### src/trle_pkg.sv
// ----------------------------------------------------------------------------
// TGA RLE decoder package
// Shared types and constants for the TGA truecolor stream decoder.
// ----------------------------------------------------------------------------
package trle_pkg;

    // Parser phase
    typedef enum logic [2:0] {
        PH_HEADER = 3'd0,
        PH_IDSKIP = 3'd1,
        PH_PIXELS = 3'd2,
        PH_RUN    = 3'd3,
        PH_DONE   = 3'd4
    } t_phase;

    // Header byte positions
    localparam logic [4:0] HDR_ID_LEN    = 5'd0;
    localparam logic [4:0] HDR_CMAP_TYPE = 5'd1;
    localparam logic [4:0] HDR_IMG_TYPE  = 5'd2;
    localparam logic [4:0] HDR_WIDTH_LO  = 5'd12;
    localparam logic [4:0] HDR_WIDTH_HI  = 5'd13;
    localparam logic [4:0] HDR_HEIGHT_LO = 5'd14;
    localparam logic [4:0] HDR_HEIGHT_HI = 5'd15;
    localparam logic [4:0] HDR_DEPTH     = 5'd16;
    localparam logic [4:0] HDR_DESC      = 5'd17;

    // Header field codes
    localparam logic [7:0] IMG_TYPE_RAW  = 8'd2;
    localparam logic [7:0] IMG_TYPE_RLE  = 8'd10;
    localparam logic [7:0] DEPTH_24      = 8'd24;
    localparam logic [7:0] DEPTH_32      = 8'd32;
    localparam logic [7:0] DESC_FLIP_A   = 8'h00;
    localparam logic [7:0] DESC_FLIP_B   = 8'h08;

    // RLE packet header
    localparam int unsigned PKT_RUN_BIT  = 7;
    localparam logic [7:0]  PKT_CNT_MASK = 8'h7F;

    localparam logic [7:0]  ALPHA_OPAQUE = 8'hFF;

    // Result status codes
    localparam logic STATUS_PIXEL  = 1'b0;
    localparam logic STATUS_REJECT = 1'b1;

    // Position step for one emitted pixel
    typedef struct packed {
        logic [15:0] dest_row;
        logic        last;
        logic [15:0] next_col;
        logic [15:0] next_row;
    } t_pos;

endpackage

### src/tga_rle_pixel_decoder.sv
// ----------------------------------------------------------------------------
// TGA RLE pixel decoder
// Byte-stream decoder for 24/32-bit truecolor TGA images, raw or RLE.
// ----------------------------------------------------------------------------
// The block takes a TGA file one byte per input item (tuser marks the first
// byte of a file and restarts parsing) and sustains one item per clock. Every
// byte is handled by the parser state, and each result appears in the output
// register in the cycle after its byte; the input stays ready while that
// register is empty or being drained, so throughput is set only by the
// output side. The 18-byte header is checked (colormap type 0, image type 2 or
// 10, depth 24 or 32); a bad header gives one result with status set and all
// other fields zero, then bytes are dropped until the next first byte. After
// the ID field, pixels come out as RGBA with destination row and column, alpha
// 0xFF for 24-bit images, rows flipped when the descriptor is 0x00 or 0x08.
// A run packet emits its first pixel on the byte that completes its color;
// each further pixel of the run consumes one more input item whose data is
// ignored, so the feeder must keep supplying items. tlast marks the final
// pixel; bytes after it are dropped. An image of zero width or height gives
// no results.
// ----------------------------------------------------------------------------
module tga_rle_pixel_decoder (
    input  logic        i_clk,
    input  logic        i_rst_n,
    input  logic        s_axis_tvalid,
    output logic        s_axis_tready,
    input  logic [7:0]  s_axis_tdata,   // [7:0] data_byte
    input  logic        s_axis_tuser,   // [0] first_byte
    output logic        m_axis_tvalid,
    input  logic        m_axis_tready,
    output logic [63:0] m_axis_tdata,   // [15:0] row, [31:16] column, [39:32] red,
                                        // [47:40] green, [55:48] blue, [63:56] alpha
    output logic        m_axis_tuser,   // [0] status
    output logic        m_axis_tlast    // last_pixel
);

    // Parser state
    trle_pkg::t_phase r_phase,         n_phase;
    logic [4:0]       r_header_index,  n_header_index;
    logic [7:0]       r_id_skip_left,  n_id_skip_left;
    logic [15:0]      r_image_width,   n_image_width;
    logic [15:0]      r_image_height,  n_image_height;
    logic             r_rle_mode,      n_rle_mode;
    logic             r_alpha_present, n_alpha_present;
    logic             r_flip_rows,     n_flip_rows;
    logic [7:0]       r_packet_left,   n_packet_left;
    logic             r_packet_is_run, n_packet_is_run;
    logic [1:0]       r_byte_in_pixel, n_byte_in_pixel;
    logic [23:0]      r_partial_color, n_partial_color;
    logic [31:0]      r_run_color,     n_run_color;
    logic [15:0]      r_column_count,  n_column_count;
    logic [15:0]      r_row_count,     n_row_count;

    // Output register
    logic             r_out_valid;
    logic [63:0]      r_out_data;
    logic             r_out_status;
    logic             r_out_last;

    // Result of the current item
    logic             res_valid;
    logic             res_status;
    logic [15:0]      res_row;
    logic [15:0]      res_col;
    logic [31:0]      res_rgba;
    logic             res_last;

    logic             in_fire;
    trle_pkg::t_pos   pos;

    assign s_axis_tready = !r_out_valid || m_axis_tready;
    assign in_fire       = s_axis_tvalid && s_axis_tready;

    assign m_axis_tvalid = r_out_valid;
    assign m_axis_tdata  = r_out_data;
    assign m_axis_tuser  = r_out_status;
    assign m_axis_tlast  = r_out_last;

    // Position of the pixel at the current scan point
    trle_pixel_pos u_pos (
        .i_col    (r_column_count),
        .i_row    (r_row_count),
        .i_width  (r_image_width),
        .i_height (r_image_height),
        .i_rle    (r_rle_mode),
        .i_flip   (r_flip_rows),
        .o_pos    (pos)
    );

    always_comb begin
        logic [7:0]  b;
        logic [1:0]  final_index;
        logic [31:0] rgba;
        logic        start_pixels;

        b            = s_axis_tdata;
        final_index  = 2'd2;
        rgba         = '0;
        start_pixels = 1'b0;

        // Hold state by default; a first byte restarts from the cleared state
        if (s_axis_tuser) begin
            n_phase         = trle_pkg::PH_HEADER;
            n_header_index  = '0;
            n_id_skip_left  = '0;
            n_image_width   = '0;
            n_image_height  = '0;
            n_rle_mode      = 1'b0;
            n_alpha_present = 1'b0;
            n_flip_rows     = 1'b0;
            n_packet_left   = '0;
            n_packet_is_run = 1'b0;
            n_byte_in_pixel = '0;
            n_partial_color = '0;
            n_run_color     = '0;
            n_column_count  = '0;
            n_row_count     = '0;
        end else begin
            n_phase         = r_phase;
            n_header_index  = r_header_index;
            n_id_skip_left  = r_id_skip_left;
            n_image_width   = r_image_width;
            n_image_height  = r_image_height;
            n_rle_mode      = r_rle_mode;
            n_alpha_present = r_alpha_present;
            n_flip_rows     = r_flip_rows;
            n_packet_left   = r_packet_left;
            n_packet_is_run = r_packet_is_run;
            n_byte_in_pixel = r_byte_in_pixel;
            n_partial_color = r_partial_color;
            n_run_color     = r_run_color;
            n_column_count  = r_column_count;
            n_row_count     = r_row_count;
        end

        res_valid  = 1'b0;
        res_status = trle_pkg::STATUS_PIXEL;
        res_row    = '0;
        res_col    = '0;
        res_rgba   = '0;
        res_last   = 1'b0;

        unique case (n_phase)
            trle_pkg::PH_HEADER: begin
                n_header_index = n_header_index + 5'd1;
                unique case (n_header_index - 5'd1)
                    trle_pkg::HDR_ID_LEN: begin
                        n_id_skip_left = b;
                    end
                    trle_pkg::HDR_CMAP_TYPE: begin
                        if (b != 8'd0) begin
                            res_valid = 1'b1;
                        end
                    end
                    trle_pkg::HDR_IMG_TYPE: begin
                        if (b == trle_pkg::IMG_TYPE_RAW) begin
                            n_rle_mode = 1'b0;
                        end else if (b == trle_pkg::IMG_TYPE_RLE) begin
                            n_rle_mode = 1'b1;
                        end else begin
                            res_valid = 1'b1;
                        end
                    end
                    trle_pkg::HDR_WIDTH_LO:  n_image_width[7:0]   = b;
                    trle_pkg::HDR_WIDTH_HI:  n_image_width[15:8]  = b;
                    trle_pkg::HDR_HEIGHT_LO: n_image_height[7:0]  = b;
                    trle_pkg::HDR_HEIGHT_HI: n_image_height[15:8] = b;
                    trle_pkg::HDR_DEPTH: begin
                        if (b == trle_pkg::DEPTH_24) begin
                            n_alpha_present = 1'b0;
                        end else if (b == trle_pkg::DEPTH_32) begin
                            n_alpha_present = 1'b1;
                        end else begin
                            res_valid = 1'b1;
                        end
                    end
                    trle_pkg::HDR_DESC: begin
                        n_header_index = trle_pkg::HDR_DESC;
                        n_flip_rows    = (b == trle_pkg::DESC_FLIP_A)
                                      || (b == trle_pkg::DESC_FLIP_B);
                        if (n_id_skip_left != 8'd0) begin
                            n_phase = trle_pkg::PH_IDSKIP;
                        end else begin
                            start_pixels = 1'b1;
                        end
                    end
                    default: begin
                    end
                endcase
                // Reject: freeze the index, give a status-only result
                if (res_valid) begin
                    n_header_index = n_header_index - 5'd1;
                    n_phase        = trle_pkg::PH_DONE;
                    res_status     = trle_pkg::STATUS_REJECT;
                end
            end

            trle_pkg::PH_IDSKIP: begin
                n_id_skip_left = n_id_skip_left - 8'd1;
                if (n_id_skip_left == 8'd0) begin
                    start_pixels = 1'b1;
                end
            end

            trle_pkg::PH_PIXELS: begin
                final_index = n_alpha_present ? 2'd3 : 2'd2;
                if (n_rle_mode && (n_packet_left == 8'd0)) begin
                    // Packet header: run flag and count minus one
                    n_packet_is_run = b[trle_pkg::PKT_RUN_BIT];
                    n_packet_left   = (b & trle_pkg::PKT_CNT_MASK) + 8'd1;
                    n_byte_in_pixel = '0;
                end else if (n_byte_in_pixel < final_index) begin
                    // Collect B, G (and R for 32-bit) bytes
                    unique case (n_byte_in_pixel)
                        2'd0:    n_partial_color[7:0]   = n_partial_color[7:0]   | b;
                        2'd1:    n_partial_color[15:8]  = n_partial_color[15:8]  | b;
                        default: n_partial_color[23:16] = n_partial_color[23:16] | b;
                    endcase
                    n_byte_in_pixel = n_byte_in_pixel + 2'd1;
                end else begin
                    if (n_alpha_present) begin
                        rgba = {n_partial_color[23:16], n_partial_color[15:8],
                                n_partial_color[7:0], b};
                    end else begin
                        rgba = {b, n_partial_color[15:8], n_partial_color[7:0],
                                trle_pkg::ALPHA_OPAQUE};
                    end
                    n_byte_in_pixel = '0;
                    n_partial_color = '0;
                    res_valid       = 1'b1;
                    res_row         = pos.dest_row;
                    res_col         = r_column_count;
                    res_rgba        = rgba;
                    res_last        = pos.last;
                    if (pos.last) begin
                        n_phase = trle_pkg::PH_DONE;
                    end else begin
                        n_column_count = pos.next_col;
                        n_row_count    = pos.next_row;
                    end
                    if (n_rle_mode) begin
                        n_packet_left = n_packet_left - 8'd1;
                        // Repeat the color on the following items
                        if (!pos.last && n_packet_is_run && (n_packet_left != 8'd0)) begin
                            n_run_color = rgba;
                            n_phase     = trle_pkg::PH_RUN;
                        end
                    end
                end
            end

            trle_pkg::PH_RUN: begin
                n_packet_left = n_packet_left - 8'd1;
                res_valid     = 1'b1;
                res_row       = pos.dest_row;
                res_col       = r_column_count;
                res_rgba      = n_run_color;
                res_last      = pos.last;
                if (pos.last) begin
                    n_phase = trle_pkg::PH_DONE;
                end else begin
                    n_column_count = pos.next_col;
                    n_row_count    = pos.next_row;
                    if (n_packet_left == 8'd0) begin
                        n_phase = trle_pkg::PH_PIXELS;
                    end
                end
            end

            trle_pkg::PH_DONE: begin
            end

            default: begin
                n_phase = trle_pkg::PH_DONE;
            end
        endcase

        // Enter pixel data; an empty image goes straight to done
        if (start_pixels) begin
            if ((n_image_width == 16'd0) || (n_image_height == 16'd0)) begin
                n_phase = trle_pkg::PH_DONE;
            end else begin
                n_phase         = trle_pkg::PH_PIXELS;
                n_column_count  = '0;
                n_row_count     = n_rle_mode ? (n_image_height - 16'd1) : 16'd0;
                n_packet_left   = '0;
                n_packet_is_run = 1'b0;
                n_byte_in_pixel = '0;
                n_partial_color = '0;
            end
        end
    end

    // Parser state registers
    always_ff @(posedge i_clk) begin
        if (!i_rst_n) begin
            r_phase         <= trle_pkg::PH_HEADER;
            r_header_index  <= '0;
            r_id_skip_left  <= '0;
            r_image_width   <= '0;
            r_image_height  <= '0;
            r_rle_mode      <= 1'b0;
            r_alpha_present <= 1'b0;
            r_flip_rows     <= 1'b0;
            r_packet_left   <= '0;
            r_packet_is_run <= 1'b0;
            r_byte_in_pixel <= '0;
            r_partial_color <= '0;
            r_run_color     <= '0;
            r_column_count  <= '0;
            r_row_count     <= '0;
        end else if (in_fire) begin
            r_phase         <= n_phase;
            r_header_index  <= n_header_index;
            r_id_skip_left  <= n_id_skip_left;
            r_image_width   <= n_image_width;
            r_image_height  <= n_image_height;
            r_rle_mode      <= n_rle_mode;
            r_alpha_present <= n_alpha_present;
            r_flip_rows     <= n_flip_rows;
            r_packet_left   <= n_packet_left;
            r_packet_is_run <= n_packet_is_run;
            r_byte_in_pixel <= n_byte_in_pixel;
            r_partial_color <= n_partial_color;
            r_run_color     <= n_run_color;
            r_column_count  <= n_column_count;
            r_row_count     <= n_row_count;
        end
    end

    // Output register: load a new result, or drain when taken
    always_ff @(posedge i_clk) begin
        if (!i_rst_n) begin
            r_out_valid <= 1'b0;
        end else if (in_fire && res_valid) begin
            r_out_valid <= 1'b1;
        end else if (m_axis_tready) begin
            r_out_valid <= 1'b0;
        end
    end

    always_ff @(posedge i_clk) begin
        if (in_fire && res_valid) begin
            r_out_data   <= {res_rgba[7:0], res_rgba[15:8], res_rgba[23:16],
                             res_rgba[31:24], res_col, res_row};
            r_out_status <= res_status;
            r_out_last   <= res_last;
        end
    end

endmodule

### src/trle_pixel_pos.sv
// ----------------------------------------------------------------------------
// TGA RLE decoder pixel position
// Destination row, end-of-image flag and next scan position for one pixel.
// ----------------------------------------------------------------------------
module trle_pixel_pos (
    input  logic          [15:0] i_col,
    input  logic          [15:0] i_row,
    input  logic          [15:0] i_width,
    input  logic          [15:0] i_height,
    input  logic                 i_rle,
    input  logic                 i_flip,
    output trle_pkg::t_pos       o_pos
);

    logic [16:0] col_inc;
    logic [16:0] row_inc;
    logic [15:0] height_m1;
    logic        end_col;
    logic        end_row;

    assign col_inc   = {1'b0, i_col} + 17'd1;
    assign row_inc   = {1'b0, i_row} + 17'd1;
    assign height_m1 = i_height - 16'd1;
    assign end_col   = (col_inc == {1'b0, i_width});
    // raw rows ascend, RLE rows descend
    assign end_row   = i_rle ? (i_row == 16'd0) : (row_inc == {1'b0, i_height});

    always_comb begin
        o_pos.dest_row = i_flip ? (height_m1 - i_row) : i_row;
        o_pos.last     = end_col && end_row;
        o_pos.next_col = end_col ? 16'd0 : col_inc[15:0];
        if (end_col) begin
            o_pos.next_row = i_rle ? (i_row - 16'd1) : row_inc[15:0];
        end else begin
            o_pos.next_row = i_row;
        end
    end

endmodule
### config.mk
export PLATFORM = sky130hd
export DESIGN_NAME = tga_rle_pixel_decoder
export DESIGN_NICKNAME = d
export VERILOG_FILES = /design/src/trle_pkg.sv /design/src/tga_rle_pixel_decoder.sv /design/src/trle_pixel_pos.sv
export SDC_FILE = /design/constraint.sdc
export NUM_CORES = 1
export LEC_CHECK = 0
export BUFFER_PORTS_ARGS = -buffer_cell sky130_fd_sc_hd__buf_2
export CAP_MARGIN = 40
export CORE_AREA = 2 2 171 173
export CTS_BUF_LIST = sky130_fd_sc_hd__clkbuf_16
export DETAILED_ROUTE_END_ITERATION = 6
export DIE_AREA = 0 0 173 175
export GPL_TIMING_DRIVEN = 0
export PLACE_DENSITY_LB_ADDON = 0.05
export SLEW_MARGIN = 5
export SYNTH_ARGS = -nofsm -noshare
export SYNTH_HDL_FRONTEND = slang
export SYNTH_SLANG_ARGS = --single-unit
### constraint.sdc
create_clock -name i_clk -period 12.7 [get_ports i_clk]
set_clock_uncertainty 0.1 [all_clocks]
set_input_delay 1.27 -clock i_clk [delete_from_list [all_inputs] [get_ports i_clk]]
set_output_delay 1.27 -clock i_clk [all_outputs]
set_load 0.005 [all_outputs]
==> results.toml <==
[outcome]
status = "completed"

[critical_path]
reg2reg_to = "r_row_count[2]"
r2r-start = "r_header_index[0]"
cp.arrival_ns = 11.06
crit_type = "in2reg"
crit_family = "buffers and inverters"
crit_path_top_delay_cell = "buf_1"
crit_required_ns = 13.00
cp_common_cell = "clkbuf_1"
critPathLaunchType = "input pin"
crit_buf_inv = 11
ff2ff_path_depth = 21
critPathMaxStageDelay_ns = 0.74
rrSetupSlack_ns = 6.03
cp_max_fo = 10
critPathCaptureType = "flip-flop"

[detailed_routing]
drtIter0Drc = 1571
vias_per_cell = 6.41
wl_met1_um = 22300
drcViolationCount = 0
highest_layer = "met4"
ant_nets = 0
vias = 14553
drt_first_pass_iters = 6
wl_per_cell_um = 23.7
routed_wl_um = 53800
dr_wl_met3_um = 5150
wl_met2_um = 23400

[clock_network]
post_cts_buffers = 0
cts-buffers-inserted = 26
path_clk_slew_ns = 0.07
cts_num_sinks = 217
cts_root_buffer = "clkbuf_16"
postCtsHoldBufs = 0
clockBufferDepth = 3
cts_tree = "built"
post_cts_resized = 0
clk_latency_ns = 0.56
cts_max_level = 1

[synthesis]
muxShareOfSynthArea_pct = 3.49
synth_top_cell_area_share_pct = 21.5
synth_top_cells_by_area = "dfxtp_1 (22%), edfxtp_1 (14%), nor2_1 (6.2%)"
synth_fp_nets = 1796
synth_fa_ha_area_share_pct = 3.08
synth_cell_type_count = 86
synth_top_cell_by_area = "dfxtp_1"
synth_compound_area_share_pct = 24.0
synthCells = 1749
synth_area_um2 = 14000
yosys.area_share.simple_pct = 23.6
synth-main-ff-cell = "dfxtp_1"
synth_edf_count = 66
yosysSeqAreaShare_pct = 35.7
synth_xor_area_share_pct = 4.80
ys_seq_elements = 217
avgSynthCellArea_um2 = 8.03
synthArstFlopShare_pct = 0
synth_top_family_by_area = "compound AO/OA/AOI/OAI gates"
yosys_warnings = 0

[sta]
worstMarginPinSlew_ns = 0.963
postLayoutSetupSlackWorst_ns = 1.94
timing.slew.headroom_pct = 35.4
maxSlewViolCount = 0
hold_slack_ns = 0.353
setup_viol = 0
setup-tns-final_ns = 0
min_period_ns = 10.76
max_freq_mhz = 92.9
rsz0062_at_grt = "false"
fin_crit_sh_pct = 84.7
finalHoldViolations = 0

[final_layout]
syn_to_final_growth_pct = 13.4
final_common_cell = "nor2_1"
drive_gt1_share_pct = 9.80
final_cell_mix = "nor2_1 (230), dfxtp_1 (151), nand2_1 (142)"
nets = 1914
fin_area_um2 = 15900

[place]
place_congestion = 1.01
dp_slack_ns = 1.86
place_hpwl_um = 39600
io_buffers = 79
place_area_um2 = 15000

[floorplan]
dieArea_um2 = 30300
die_x_um = 173
row_count = 62
pin_count = 81
start_util_pct = 49.4
fp.dieH_um = 175
core_um2 = 28400

[global_route]
grt_pass1_vias = 13602
grt_pass1_wl_um = 82000
antenna_found_initial = 0
grt_usage_pct = 34.7
grt_overflow = 0
grt_max_degree = 43

[pwr]
power.leakage_nw = 5.49
p_per_area_nw_per_um2 = 107
ir_drop_uv = 88.5

[worst_hold_path]
min_from = "r_packet_is_run"
whs_path_depth = 2
min_path_type = "reg2reg"
hold-path-endpoint = "r_packet_is_run"

[job]
drv_cap = 0
-- power breakdown --
part | switching, W | internal [W]
Clock | 0.000323 | 0.000458
Combinational | 0.000124 | 0.0000562
Sequential | 0.00000744 | 0.000727
-- final cells by class --
cell class                 count  area, um2
antenna                        1       2.50
buffer                       142        569
clock buffer                  28        701
clock inverter                20        181
fill                        2710      12500
inverter                      46        173
multi-input combinational   1344       8300
sequential                   217       5000
tap                          384        480
timing repair buffer          90        513
-- how the worst max path moves through the flow --
stage               depth (start not counted)                  end    startpoint  slack [ns]
detailed placement                         27       r_row_count[2]  s_axis_tuser        1.86
global placement                           27       r_row_count[2]  s_axis_tuser        1.87
CTS                                        27       r_row_count[2]  s_axis_tuser        2.41
global route                               27       r_row_count[2]  s_axis_tuser        1.80
floorplan                                  26  r_partial_color[12]  s_axis_tuser        5.25
finish                                     27       r_row_count[2]  s_axis_tuser        1.94
-- synthesized netlist by cell type, drive strengths merged, types with 17 or more instances --
library cell  count
nor2            231
dfxtp           151
nand2           142
clkbuf          116
a21oi           114
o21ai           111
a22oi            76
edfxtp           66
nor3             66
xnor2            51
nand3            50
inv              46
and3             33
ha               33
mux2i            33
a31oi            32
nor4             28
buf              26
nand4            26
xor2             26
and2             20
o2bb2ai          17
-- sequential cells by signal, indices dropped and copies added, names as in the netlist, 3 cells and up --
signal           flops
r_header_index       5
r_phase              3
r_image_height      16
r_partial_color     24
r_image_width       16
m_axis_tdata        64
r_column_count      16
r_row_count         16
r_packet_left        8
r_run_color         32
r_id_skip_left       8
-- stage by stage --
| stage | util, % | power, W | instances |
|---|---|---|---|
| floorplan | - | 0.000856 | 1749 |
| global placement | 52.5 | 0.000920 | 2212 |
| detailed placement | 53.0 | 0.000924 | 2223 |
| CTS | 56.1 | 0.00169 | 2271 |
| global route | 56.1 | 0.00174 | 2271 |
| finish | 56.1 | 0.00170 | 2272 |
-- kinds of logic (layout without fill, tap and decap cells) --
group / Yosys count / in the layout
buf+inv: 188 / 326
flops: 217 / 217
fa+ha+maj: 34 / 34
compound gates: 510 / 510
xor+xnor: 77 / 77
simple gates: 678 / 678
other cells: 0 / 1
mux: 45 / 45
-- routing by layer --
layer  global-route usage (%)  vias to the layer above
li1                         -                     6695
met1                     46.6                     6862
met2                     54.2                      826
met3                     5.24                      170
met4                     18.3                        0
met5                        0                        -
-- tightest hold or removal path: stages, from the launching register on --
cell and delay (ns):
dfxtp_1 0.31, nand2_1 0.05, nand2_1 0.05
Power figures use the tool's default switching activity.
